[config.mk]
export PLATFORM = sky130hd
export DESIGN_NAME = max_heap_priority_queue
export DESIGN_NICKNAME = d
export VERILOG_FILES = /design/src/rtl/mhpq_pkg.sv /design/src/rtl/mhpq_seq.sv /design/src/rtl/mhpq_dp.sv /design/src/rtl/max_heap_priority_queue.sv
export SDC_FILE = /design/constraint.sdc
export NUM_CORES = 2
export LEC_CHECK = 0
export ABC_CLOCK_PERIOD_IN_PS = 8200
export BUFFER_PORTS_ARGS = -buffer_cell sky130_fd_sc_hd__buf_2
export CAP_MARGIN = 20
export CORE_ASPECT_RATIO = 1.25
export CORE_UTILIZATION = 55
export DETAILED_ROUTE_END_ITERATION = 16
export PLACE_DENSITY = 0.7
export REMOVE_ABC_BUFFERS = 1
export SYNTH_ARGS = -nofsm -noshare
export SYNTH_HDL_FRONTEND = slang
export SYNTH_SLANG_ARGS = --single-unit
export TNS_END_PERCENT = 100
[constraint.sdc]
create_clock -name clk -period 8.2 [get_ports clk]
set_input_delay 0.82 -clock clk [delete_from_list [all_inputs] [get_ports clk]]
set_output_delay 0.82 -clock clk [all_outputs]
set_load 0.05 [all_outputs]
[src/rtl/mhpq_pkg.sv]
// ----------------------------------------------------------------------------
// mhpq_pkg
// Shared sizes, status codes, micro-operations and flag bundle for the
// max-heap priority queue.
// ----------------------------------------------------------------------------
package mhpq_pkg;

	localparam int CAPACITY = 64;
	localparam int KEY_W    = 32;
	localparam int POS_W    = $clog2(CAPACITY + 1);
	localparam int ADDR_W   = $clog2(CAPACITY);
	localparam int OCC_W    = 7;
	localparam int STATUS_W = 2;

	typedef logic [POS_W-1:0]  pos_t;
	typedef logic [ADDR_W-1:0] addr_t;
	typedef logic [KEY_W-1:0]  key_t;

	typedef enum logic [STATUS_W-1:0] {
		ST_OK    = 2'd0,
		ST_EMPTY = 2'd1,
		ST_FULL  = 2'd2
	} status_t;

	// datapath micro-operations, one per control word
	typedef enum logic [3:0] {
		U_NOP,
		U_LOAD_IN,
		U_INS_INIT,
		U_RD_PARENT,
		U_SWIM_STEP,
		U_RD_ROOT,
		U_RD_LAST_SAVE_MAX,
		U_SINK_INIT,
		U_RD_LEFT,
		U_RD_RIGHT_SAVE_LEFT,
		U_SINK_PICK,
		U_SINK_STEP,
		U_PLACE,
		U_SET_FULL,
		U_SET_EMPTY,
		U_FINISH
	} uop_t;

	// condition inputs from datapath to sequencer
	typedef struct packed {
		logic kind_rem;
		logic full;
		logic empty;
		logic pos_root;
		logic leaf;
		logic key_gt_rd;
		logic cv_gt_key;
	} dp_flags_t;

endpackage

[src/rtl/mhpq_seq.sv]
// ----------------------------------------------------------------------------
// mhpq_seq
// Microcode sequencer: step counter, control-word ROM and conditional jumps.
// ----------------------------------------------------------------------------
module mhpq_seq (
	input  logic                clk,
	input  logic                arst_n,
	input  logic                start,
	input  logic                out_busy,
	input  mhpq_pkg::dp_flags_t flags,
	output mhpq_pkg::uop_t      op,
	output logic                idle
);
	import mhpq_pkg::*;

	localparam int STEP_W = 5;
	typedef logic [STEP_W-1:0] step_t;

	typedef enum logic [3:0] {
		C_NONE,
		C_ALWAYS,
		C_NOT_START,
		C_KIND_REM,
		C_FULL,
		C_EMPTY,
		C_POS_ROOT,
		C_LEAF,
		C_KEY_GT_RD,
		C_CV_GT_KEY,
		C_OUT_BUSY
	} cond_t;

	typedef struct packed {
		uop_t  op;
		cond_t cond;
		step_t target;
	} cword_t;

	localparam step_t S_IDLE      = 5'd0;
	localparam step_t S_DISPATCH  = 5'd1;
	localparam step_t S_INS_CHK   = 5'd2;
	localparam step_t S_INS_INIT  = 5'd3;
	localparam step_t S_SWIM_RD   = 5'd4;
	localparam step_t S_SWIM_STEP = 5'd5;
	localparam step_t S_SWIM_END  = 5'd6;
	localparam step_t S_REM       = 5'd7;
	localparam step_t S_RD_ROOT   = 5'd8;
	localparam step_t S_RD_LAST   = 5'd9;
	localparam step_t S_SINK_INIT = 5'd10;
	localparam step_t S_SINK_RD   = 5'd11;
	localparam step_t S_RD_RIGHT  = 5'd12;
	localparam step_t S_SINK_PICK = 5'd13;
	localparam step_t S_SINK_STEP = 5'd14;
	localparam step_t S_PLACE     = 5'd15;
	localparam step_t S_SET_FULL  = 5'd16;
	localparam step_t S_SET_EMPTY = 5'd17;
	localparam step_t S_FINISH    = 5'd18;
	localparam step_t S_RETURN    = 5'd19;

	function automatic cword_t rom(input step_t s);
		cword_t w;
		unique case (s)
			S_IDLE:      w = '{U_LOAD_IN,            C_NOT_START, S_IDLE};
			S_DISPATCH:  w = '{U_NOP,                C_KIND_REM,  S_REM};
			S_INS_CHK:   w = '{U_NOP,                C_FULL,      S_SET_FULL};
			S_INS_INIT:  w = '{U_INS_INIT,           C_NONE,      S_IDLE};
			S_SWIM_RD:   w = '{U_RD_PARENT,          C_POS_ROOT,  S_PLACE};
			S_SWIM_STEP: w = '{U_SWIM_STEP,          C_KEY_GT_RD, S_SWIM_RD};
			S_SWIM_END:  w = '{U_NOP,                C_ALWAYS,    S_PLACE};
			S_REM:       w = '{U_NOP,                C_EMPTY,     S_SET_EMPTY};
			S_RD_ROOT:   w = '{U_RD_ROOT,            C_NONE,      S_IDLE};
			S_RD_LAST:   w = '{U_RD_LAST_SAVE_MAX,   C_NONE,      S_IDLE};
			S_SINK_INIT: w = '{U_SINK_INIT,          C_NONE,      S_IDLE};
			S_SINK_RD:   w = '{U_RD_LEFT,            C_LEAF,      S_PLACE};
			S_RD_RIGHT:  w = '{U_RD_RIGHT_SAVE_LEFT, C_NONE,      S_IDLE};
			S_SINK_PICK: w = '{U_SINK_PICK,          C_NONE,      S_IDLE};
			S_SINK_STEP: w = '{U_SINK_STEP,          C_CV_GT_KEY, S_SINK_RD};
			S_PLACE:     w = '{U_PLACE,              C_ALWAYS,    S_FINISH};
			S_SET_FULL:  w = '{U_SET_FULL,           C_ALWAYS,    S_FINISH};
			S_SET_EMPTY: w = '{U_SET_EMPTY,          C_NONE,      S_IDLE};
			S_FINISH:    w = '{U_FINISH,             C_OUT_BUSY,  S_FINISH};
			S_RETURN:    w = '{U_NOP,                C_ALWAYS,    S_IDLE};
			default:     w = '{U_NOP,                C_ALWAYS,    S_IDLE};
		endcase
		return w;
	endfunction

	step_t  upc_q;
	cword_t cw;
	logic   take;

	assign cw   = rom(upc_q);
	assign op   = cw.op;
	assign idle = (upc_q == S_IDLE);

	always_comb begin
		unique case (cw.cond)
			C_NONE:      take = 1'b0;
			C_ALWAYS:    take = 1'b1;
			C_NOT_START: take = !start;
			C_KIND_REM:  take = flags.kind_rem;
			C_FULL:      take = flags.full;
			C_EMPTY:     take = flags.empty;
			C_POS_ROOT:  take = flags.pos_root;
			C_LEAF:      take = flags.leaf;
			C_KEY_GT_RD: take = flags.key_gt_rd;
			C_CV_GT_KEY: take = flags.cv_gt_key;
			C_OUT_BUSY:  take = out_busy;
			default:     take = 1'b1;
		endcase
	end

	always_ff @(posedge clk or negedge arst_n) begin
		if (!arst_n) begin
			upc_q <= S_IDLE;
		end else begin
			upc_q <= take ? cw.target : upc_q + step_t'(1);
		end
	end

endmodule

[src/rtl/mhpq_dp.sv]
// ----------------------------------------------------------------------------
// mhpq_dp
// Heap datapath: one-write, one-read heap memory with registered read, moving key,
// position and child registers, entry count and result registers.
// ----------------------------------------------------------------------------
module mhpq_dp (
	input  logic                clk,
	input  logic                arst_n,
	input  mhpq_pkg::uop_t      op,
	input  logic                in_kind,
	input  mhpq_pkg::key_t      in_value,
	output mhpq_pkg::dp_flags_t flags,
	output mhpq_pkg::status_t   res_status,
	output mhpq_pkg::key_t      res_max,
	output mhpq_pkg::pos_t      res_count
);
	import mhpq_pkg::*;

	key_t mem [CAPACITY];

	key_t    rd_q;
	key_t    key_q;
	key_t    lv_q;
	key_t    cv_q;
	key_t    max_q;
	pos_t    pos_q;
	pos_t    c_q;
	pos_t    cnt_q;
	logic    kind_q;
	status_t status_q;

	logic [POS_W:0] lchild;
	logic           has_right;
	logic           right_wins;
	logic           key_gt_rd;
	logic           cv_gt_key;
	pos_t           parent;
	addr_t          rd_addr;
	logic           we;
	key_t           wd;

	// slot p lives at memory index p-1
	assign lchild     = {pos_q, 1'b0};
	assign has_right  = lchild < {1'b0, cnt_q};
	assign parent     = pos_q >> 1;
	assign key_gt_rd  = $signed(key_q) > $signed(rd_q);
	assign cv_gt_key  = $signed(cv_q) > $signed(key_q);
	assign right_wins = has_right && ($signed(rd_q) > $signed(lv_q));

	assign flags.kind_rem  = kind_q;
	assign flags.full      = (cnt_q == POS_W'(CAPACITY));
	assign flags.empty     = (cnt_q == '0);
	assign flags.pos_root  = (pos_q == pos_t'(1));
	assign flags.leaf      = lchild > {1'b0, cnt_q};
	assign flags.key_gt_rd = key_gt_rd;
	assign flags.cv_gt_key = cv_gt_key;

	assign res_status = status_q;
	assign res_max    = max_q;
	assign res_count  = cnt_q;

	always_comb begin
		rd_addr = addr_t'(pos_q - pos_t'(1));
		we      = 1'b0;
		wd      = key_q;
		unique case (op)
			U_RD_PARENT:          rd_addr = addr_t'(parent - pos_t'(1));
			U_RD_ROOT:            rd_addr = '0;
			U_RD_LAST_SAVE_MAX:   rd_addr = addr_t'(cnt_q - pos_t'(1));
			U_RD_LEFT:            rd_addr = addr_t'(lchild - 1'b1);
			U_RD_RIGHT_SAVE_LEFT: rd_addr = addr_t'(lchild);
			U_SWIM_STEP: begin
				we = key_gt_rd;
				wd = rd_q;
			end
			U_SINK_STEP: begin
				we = cv_gt_key;
				wd = cv_q;
			end
			U_PLACE:              we = 1'b1;
			default:              we = 1'b0;
		endcase
	end

	always_ff @(posedge clk) begin
		if (we) begin
			mem[addr_t'(pos_q - pos_t'(1))] <= wd;
		end
		rd_q <= mem[rd_addr];
	end

	always_ff @(posedge clk or negedge arst_n) begin
		if (!arst_n) begin
			cnt_q <= '0;
		end else begin
			unique case (op)
				U_INS_INIT:  cnt_q <= cnt_q + pos_t'(1);
				U_SINK_INIT: cnt_q <= cnt_q - pos_t'(1);
				default:     cnt_q <= cnt_q;
			endcase
		end
	end

	always_ff @(posedge clk) begin
		unique case (op)
			U_LOAD_IN: begin
				kind_q   <= in_kind;
				key_q    <= in_value;
				max_q    <= '0;
				status_q <= ST_OK;
			end
			U_INS_INIT:  pos_q <= cnt_q + pos_t'(1);
			U_SWIM_STEP: begin
				if (key_gt_rd) begin
					pos_q <= parent;
				end
			end
			U_RD_LAST_SAVE_MAX:   max_q <= rd_q;
			U_SINK_INIT: begin
				key_q <= rd_q;
				pos_q <= pos_t'(1);
			end
			U_RD_RIGHT_SAVE_LEFT: lv_q <= rd_q;
			U_SINK_PICK: begin
				if (right_wins) begin
					cv_q <= rd_q;
					c_q  <= pos_t'(lchild + 1'b1);
				end else begin
					cv_q <= lv_q;
					c_q  <= pos_t'(lchild);
				end
			end
			U_SINK_STEP: begin
				if (cv_gt_key) begin
					pos_q <= c_q;
				end
			end
			U_SET_FULL:  status_q <= ST_FULL;
			U_SET_EMPTY: status_q <= ST_EMPTY;
			default: begin
			end
		endcase
	end

endmodule

[src/rtl/max_heap_priority_queue.sv]
// A request is accepted only in the idle step, so each insert (swim up) or remove
// (sink down) runs to its end before the next is taken; a full insert or empty
// remove skips the heap walk. The result is valid before the next accept; the
// last step waits while an earlier result stalls.
// Reset clears entry count, sequencer and output valid, not the heap memory.
// ----------------------------------------------------------------------------
// max_heap_priority_queue
// Binary max-heap priority queue: insert a signed key or remove the maximum,
// one result per request with status, removed key and occupancy.
// ----------------------------------------------------------------------------
module max_heap_priority_queue (
	input  logic                           clk,
	input  logic                           arst_n,
	input  logic                           in_valid,
	output logic                           in_stall,
	input  logic                           kind,
	input  logic signed [mhpq_pkg::KEY_W-1:0]    value,
	output logic                           out_valid,
	input  logic                           out_stall,
	output logic [mhpq_pkg::STATUS_W-1:0]  status,
	output logic signed [mhpq_pkg::KEY_W-1:0]    max_value,
	output logic [mhpq_pkg::OCC_W-1:0]     occupancy
);
	import mhpq_pkg::*;

	uop_t      op;
	dp_flags_t flags;
	status_t   res_status;
	key_t      res_max;
	pos_t      res_count;
	logic      idle;
	logic      out_busy;
	logic      out_valid_q;
	status_t   status_q;
	key_t      max_q;
	logic [OCC_W-1:0] occ_q;

	assign out_busy  = out_valid_q && out_stall;
	assign in_stall  = !idle;
	assign out_valid = out_valid_q;
	assign status    = status_q;
	assign max_value = max_q;
	assign occupancy = occ_q;

	mhpq_seq u_seq (
		.clk      (clk),
		.arst_n   (arst_n),
		.start    (in_valid),
		.out_busy (out_busy),
		.flags    (flags),
		.op       (op),
		.idle     (idle)
	);

	mhpq_dp u_dp (
		.clk        (clk),
		.arst_n     (arst_n),
		.op         (op),
		.in_kind    (kind),
		.in_value   (value),
		.flags      (flags),
		.res_status (res_status),
		.res_max    (res_max),
		.res_count  (res_count)
	);

	always_ff @(posedge clk or negedge arst_n) begin
		if (!arst_n) begin
			out_valid_q <= 1'b0;
		end else if (op == U_FINISH && !out_busy) begin
			out_valid_q <= 1'b1;
		end else if (!out_stall) begin
			out_valid_q <= 1'b0;
		end
	end

	always_ff @(posedge clk) begin
		if (op == U_FINISH && !out_busy) begin
			status_q <= res_status;
			max_q    <= res_max;
			occ_q    <= OCC_W'(res_count);
		end
	end

endmodule
After elaboration in Yosys (flattened, before gate mapping) --
Memories as Yosys holds them, arrays and structs flattened. A register that Yosys moved wholly into a read port is not among the register bits. Cells that the tools add are included.
Storage, ports and cells: memory bits (read-only) 416, memories kept 2, output and inout bits 43, memory bits (writable) 2048, bits of input ports 37, register bits after elaboration 199
Memories:
- u_dp.mem | depth 64, bits a word 32, rd ports 1, clocked after memory_dff 1, wr ports 1, RTL line mhpq_dp.sv:19 | key_t mem [CAPACITY];
- (no name shown) | depth 32, bits a word 13, rd ports 1, clocked after memory_dff 0, wr ports 0, RTL line mhpq_seq.sv:62 | unique case (s)
Cells by class: equality and inequality tests 29, add/subtract/negate cells 7, mux-type cells 18, reductions and logical operators 15, order comparisons 5
Operators by type and width (count):
- $pmux W32 S2 | 3
- $gt A32 B32 Y1 | 3
- $eq A4 B4 Y1 const B | 11
- $eq A4 B3 Y1 const B | 8
- $mux W32 | 1
- $pmux W6 S5 | 1
- $pmux W7 S4 | 1
- $mux W7 | 3
- $sub A6 B1 Y6 const B | 3
- $eq A4 B2 Y1 const B | 4
- $add A7 B1 Y7 const B | 2
- $pmux W7 S2 | 1
- $pmux W1 S10 | 1
- $gt A8 B7 Y1 | 1
- $lt A8 B7 Y1 | 1
- $eq A7 B1 Y1 const B | 1
- $eq A7 B7 Y1 const B | 1
- $logic_not A7 Y1 | 1
- $sub A7 B1 Y7 const B | 1
- $ne A2 B1 Y1 const B | 3
- $pmux W2 S3 | 1
- $reduce_bool A2 Y1 | 3
- $add A5 B1 Y5 const B | 1
- $logic_not A5 Y1 | 1
- other kinds (10) | 17

Longest topological paths before layout --
An unclocked memory read counts as a cell.
depth after elaboration 5, depth in mapped cells 19, mapped depth without buffers 13

Modules after synthesis --
Synthesis repeated with hierarchy kept, for this count alone.
Second synthesis, totals: cells, all modules 7185, area total of the unflattened synthesis 93557.2 µm²
By module, submodules not included:
- mhpq_dp | instances 1, area an instance 91257.5 µm², cells each 7012
- max_heap_priority_queue | instances 1, area an instance 1301.2 µm², cells each 47
- mhpq_seq | instances 1, area an instance 998.5 µm², cells each 126

Worst setup path after synthesis --
Ideal clock, no wire load.
kind register -> register, from reg u_seq.upc_q[1], to reg u_dp.rd_q[10] (read register of u_dp.mem), arrival 5635 ps, stages on the path, launching flop included 18, slack 2449 ps, setup time 116 ps, cells stage by stage dfrtp_1 > ha_1 > inv_1 > ha_1 > or3b_2 > a211o_1 > buf_2 > nor4_2 > o21ai_0 > and3_1 > buf_2 > or2_1 > buf_2 > nor2_1 > nand2_1 > clkbuf_1 > o32a_1 > and4_1
On the way: cells in the longest elaborated chain, start to end 3, elaborated cells between the ends (all ways) 7
Ends and longest elaborated chain:
- start, declared | RTL line mhpq_seq.sv:88 | step_t upc_q;
- start signal, assigned | RTL line mhpq_seq.sv:117 | upc_q <= take ? cw.target : upc_q + step_t'(1);
- $mem_v2 Z32 W13 (*)
- $eq A4 B4 Y1 (tied with other cells) | RTL line mhpq_dp.sv:66 | unique case (op)
- $pmux W6 S5 (*) | RTL line mhpq_dp.sv:66
- end, declared | RTL line mhpq_dp.sv:21 | key_t rd_q;
Mark *: on every way between the ends. The rest lies on a longest branch, timed or not. A chain may end at the register's enable or synchronous reset.

Worst setup path in the final report --
from reg u_seq.upc_q[2], to reg u_dp.rd_q[24] (read register of u_dp.mem)
Same word-level chain as after synthesis.

==> impl_results.md <==
* Cells after synthesis at 5834
* Worst Path Required at 8.86 ns
* TritonCTS clock tree: done
* Global Route Usage Sum at 0.316
* DP Wirelength at 163 mm
* Relative slew slack at 0.0731
* Max Buffers Root-to-Sink at 3
* # port buffers at 79
* Max H-tree Level at 4
* Die W at 372 microns
* Reg2reg setup slack at 1.49 ns
* RSZ-0062 raised after global routing: false
* First-pass DRT Iterations at 7
* Initial Util at 0.554
* Maximum fanout along the worst path at 69
* Ys Warns at 0
* Main synth FF type: edfxtp_1
* HP Start: kind
* Die Ht at 464 microns
* DRC Markers at 0
* Hold Fails Final Rpt at 0
* Reg2reg start: u_seq.upc_q[2]
* Die area at 172000 sq um
* Met2 WL at 128 mm
* WHS at 0.124 ns
* Synthesized area per cell at 16.1 sq um
* Setup slack after layout at 1.49 ns
* Vias per std cell at 6.84
* Post-synth EDFFs at 2234
* Io pins at 80
* Netlist cell types at 95
* Slew @ Worst Pin at 1.38 ns
* Clock sink count at 2279
* Final Critical Period at 6.71 ns
* Setup Viol. Count Final at 0
* Sequential area share after synthesis at 0.725
* Area grow syn2layout at 11.7%
* Fin area at 105000 sq um
* # fillers at 12.1k
* Post-DR wirelength/cell at 32.7 microns
* Fin crit share at 0.819
* Biggest area consumer among synthesized cells: edfxtp_1
* First-pass GRT wire length at 392 mm
* Mapped Area at 93900 sq um
* Outcome: finished, final reports clean
* Worst min path class: in2reg
* R2R Path End: u_dp.rd_q[24]
* GRT Residual Overflow at 0
* Synthesized flop and latch total at 2279
* Setup crit end kind: register
* Layout cells sized above 1 at 0.163
* Synth area leaders: edfxtp_1 71%, mux4_2 5.0%, mux2i_1 2.4%, nand2_1 2.3%, ha_1 1.6%
* Rows at 169
* Top Metal Used: met5
* Post-layout nets at 6107
* Placement Cell Area at 97900 sq um
* Worst-path clk slew at 0.06 ns
* Detailed Route Iter0 Violations at 8687
* Worst Hold Path Cells at 1
* Worst-skew pair later-pin latency at 0.88 ns
* Met3 wire length at 30.1 mm
* Largest net degree at the start of global routing at 172
* Max-Cap Viols at 0
* TNS Setup at 0 ns
* Vias in the first global route at 55.5k
* Post-route ant nets at 0
* Critical path startpoint category: register
* Core ar. at 170000 sq um
* Slew Limit Fails at 0
* Most frequent cell after synthesis: edfxtp_1
* Critical path class: reg2reg
* Max Fclk at 149 MHz
* Met1 WL at 96.9 mm
* Vias at 57.2k
* Clock Skew at 0.0342 ns
* Initial antenna violation count at 31
* Drt total wl at 273 mm
* Clock Root Buffer: clkbuf_16
* Placer Congestion at 0.934
* Post-synth top area share at 0.714
* Post-Place Setup Slack at 1.61 ns
* Postcts setup bufs at 0
* Hold Path End: u_dp.kind_q
* CTS Buf Count at 207
* Worst R2R Path Depth at 14
* Share of synthesized registers carrying an async set or reset at 0.00570
* Commonest cells post-synth: 2234 x edfxtp_1, 576 x nand2_1, 247 x nand3_1
* Worst path arrival time at 7.37 ns
how the worst max path moves through the flow:
| stage | startpoint | to |
|---|---|---|
| floorplan | u_seq.upc_q[2] | u_dp.rd_q[0] |
| global placement | u_seq.upc_q[2] | u_dp.rd_q[30] |
| detailed placement | u_seq.upc_q[2] | u_dp.rd_q[18] |
| CTS | u_seq.upc_q[2] | u_dp.rd_q[18] |
| global route | u_seq.upc_q[2] | u_dp.rd_q[24] |
| finish | u_seq.upc_q[2] | u_dp.rd_q[24] |
sequential cells by signal, summed over array words and instances, names as in the netlist, 2 cells and up:
name and cells:
u_dp.mem 2048, max_value 32, u_dp.cv_q 32, u_dp.key_q 32, u_dp.lv_q 32, u_dp.rd_q 32
u_dp.res_max 32, occupancy 7, u_dp.c_q 7, u_dp.pos_q 7, u_dp.res_count 7, u_seq.upc_q 5
status 2, u_dp.res_status 2
kinds of logic after synthesis:
family,share of synthesized area
flops,0.725
simple gates,0.0720
mux,0.0756
xor+xnor,0.00261
fa+ha+maj,0.0157
buf+inv,0.0245
compound gates,0.0850
placed cells by master (no fill, tap or decap), types with 34 or more instances in the layout:
cell and instances:
a211oi_1 175, a21oi_1 70, a221oi_1 62, a22oi_1 96, a311oi_1 87, a31oi_1 36, and3_1 148, buf_2 80
buf_4 207, clkbuf_1 43, clkbuf_16 211, clkinv_2 51, edfxtp_1 2234, ha_1 117, inv_1 118, mux2i_1 227
mux4_2 209, nand2_1 573, nand2b_1 41, nand3_1 244, nor2_1 85, nor2_4 71, nor3_1 87, nor4_1 34
o211a_1 42, o21ai_0 144
what timing repair did:
| item | CTS | global route |
|---|---|---|
| hold buffers | 1 | 0 |
| hold endpoints to repair | 13 | 0 |
| resized for setup | 0 | 0 |
area by class of cell:
cell class                      instances  area [sq um]  area share
Multi-Input combinational cell       3035         24300       0.232
Sequential cell                      2279         68100       0.649
Inverter                              118           443     0.00422
Timing Repair Buffer                  311          2380      0.0227
Clock inverter                        126          1320      0.0126
Clock buffer                          261          5540      0.0528
Tap cell                             2223          2780      0.0265
Antenna cell                           12          30.0    0.000286
stage by stage:
step | std cells | utilization
floorplan | 5432 | -
global placement | 7958 | 0.577
detailed placement | 7959 | 0.577
CTS | 8347 | 0.618
global route | 8359 | 0.618
finish | 8365 | 0.618
routing by layer:
| layer | vias up | track usage |
|---|---|---|
| met4 | 22 | 0.193 |
| li1 | 23683 | - |
| met3 | 696 | 0.0666 |
| met2 | 3839 | 0.488 |
| met5 | - | 0 |
| met1 | 28981 | 0.413 |
worst max-delay path, cell delays in order (launching register included):
cell and delay (ns):
dfrtp_1 0.84, inv_1 0.27, ha_1 0.32, or3b_2 0.46, a211o_1 0.40, nor4_4 0.34, buf_4 0.45, o21ai_0 0.19
and3_1 0.39, or2_4 0.49, buf_12 0.33, a221o_1 0.32, a221oi_1 0.36, a41oi_1 0.27, a211oi_1 1.01
Power is left out: the tool's default activity adds up to more than one toggle a clock period on the data nets, which glitch-free logic cannot reach.
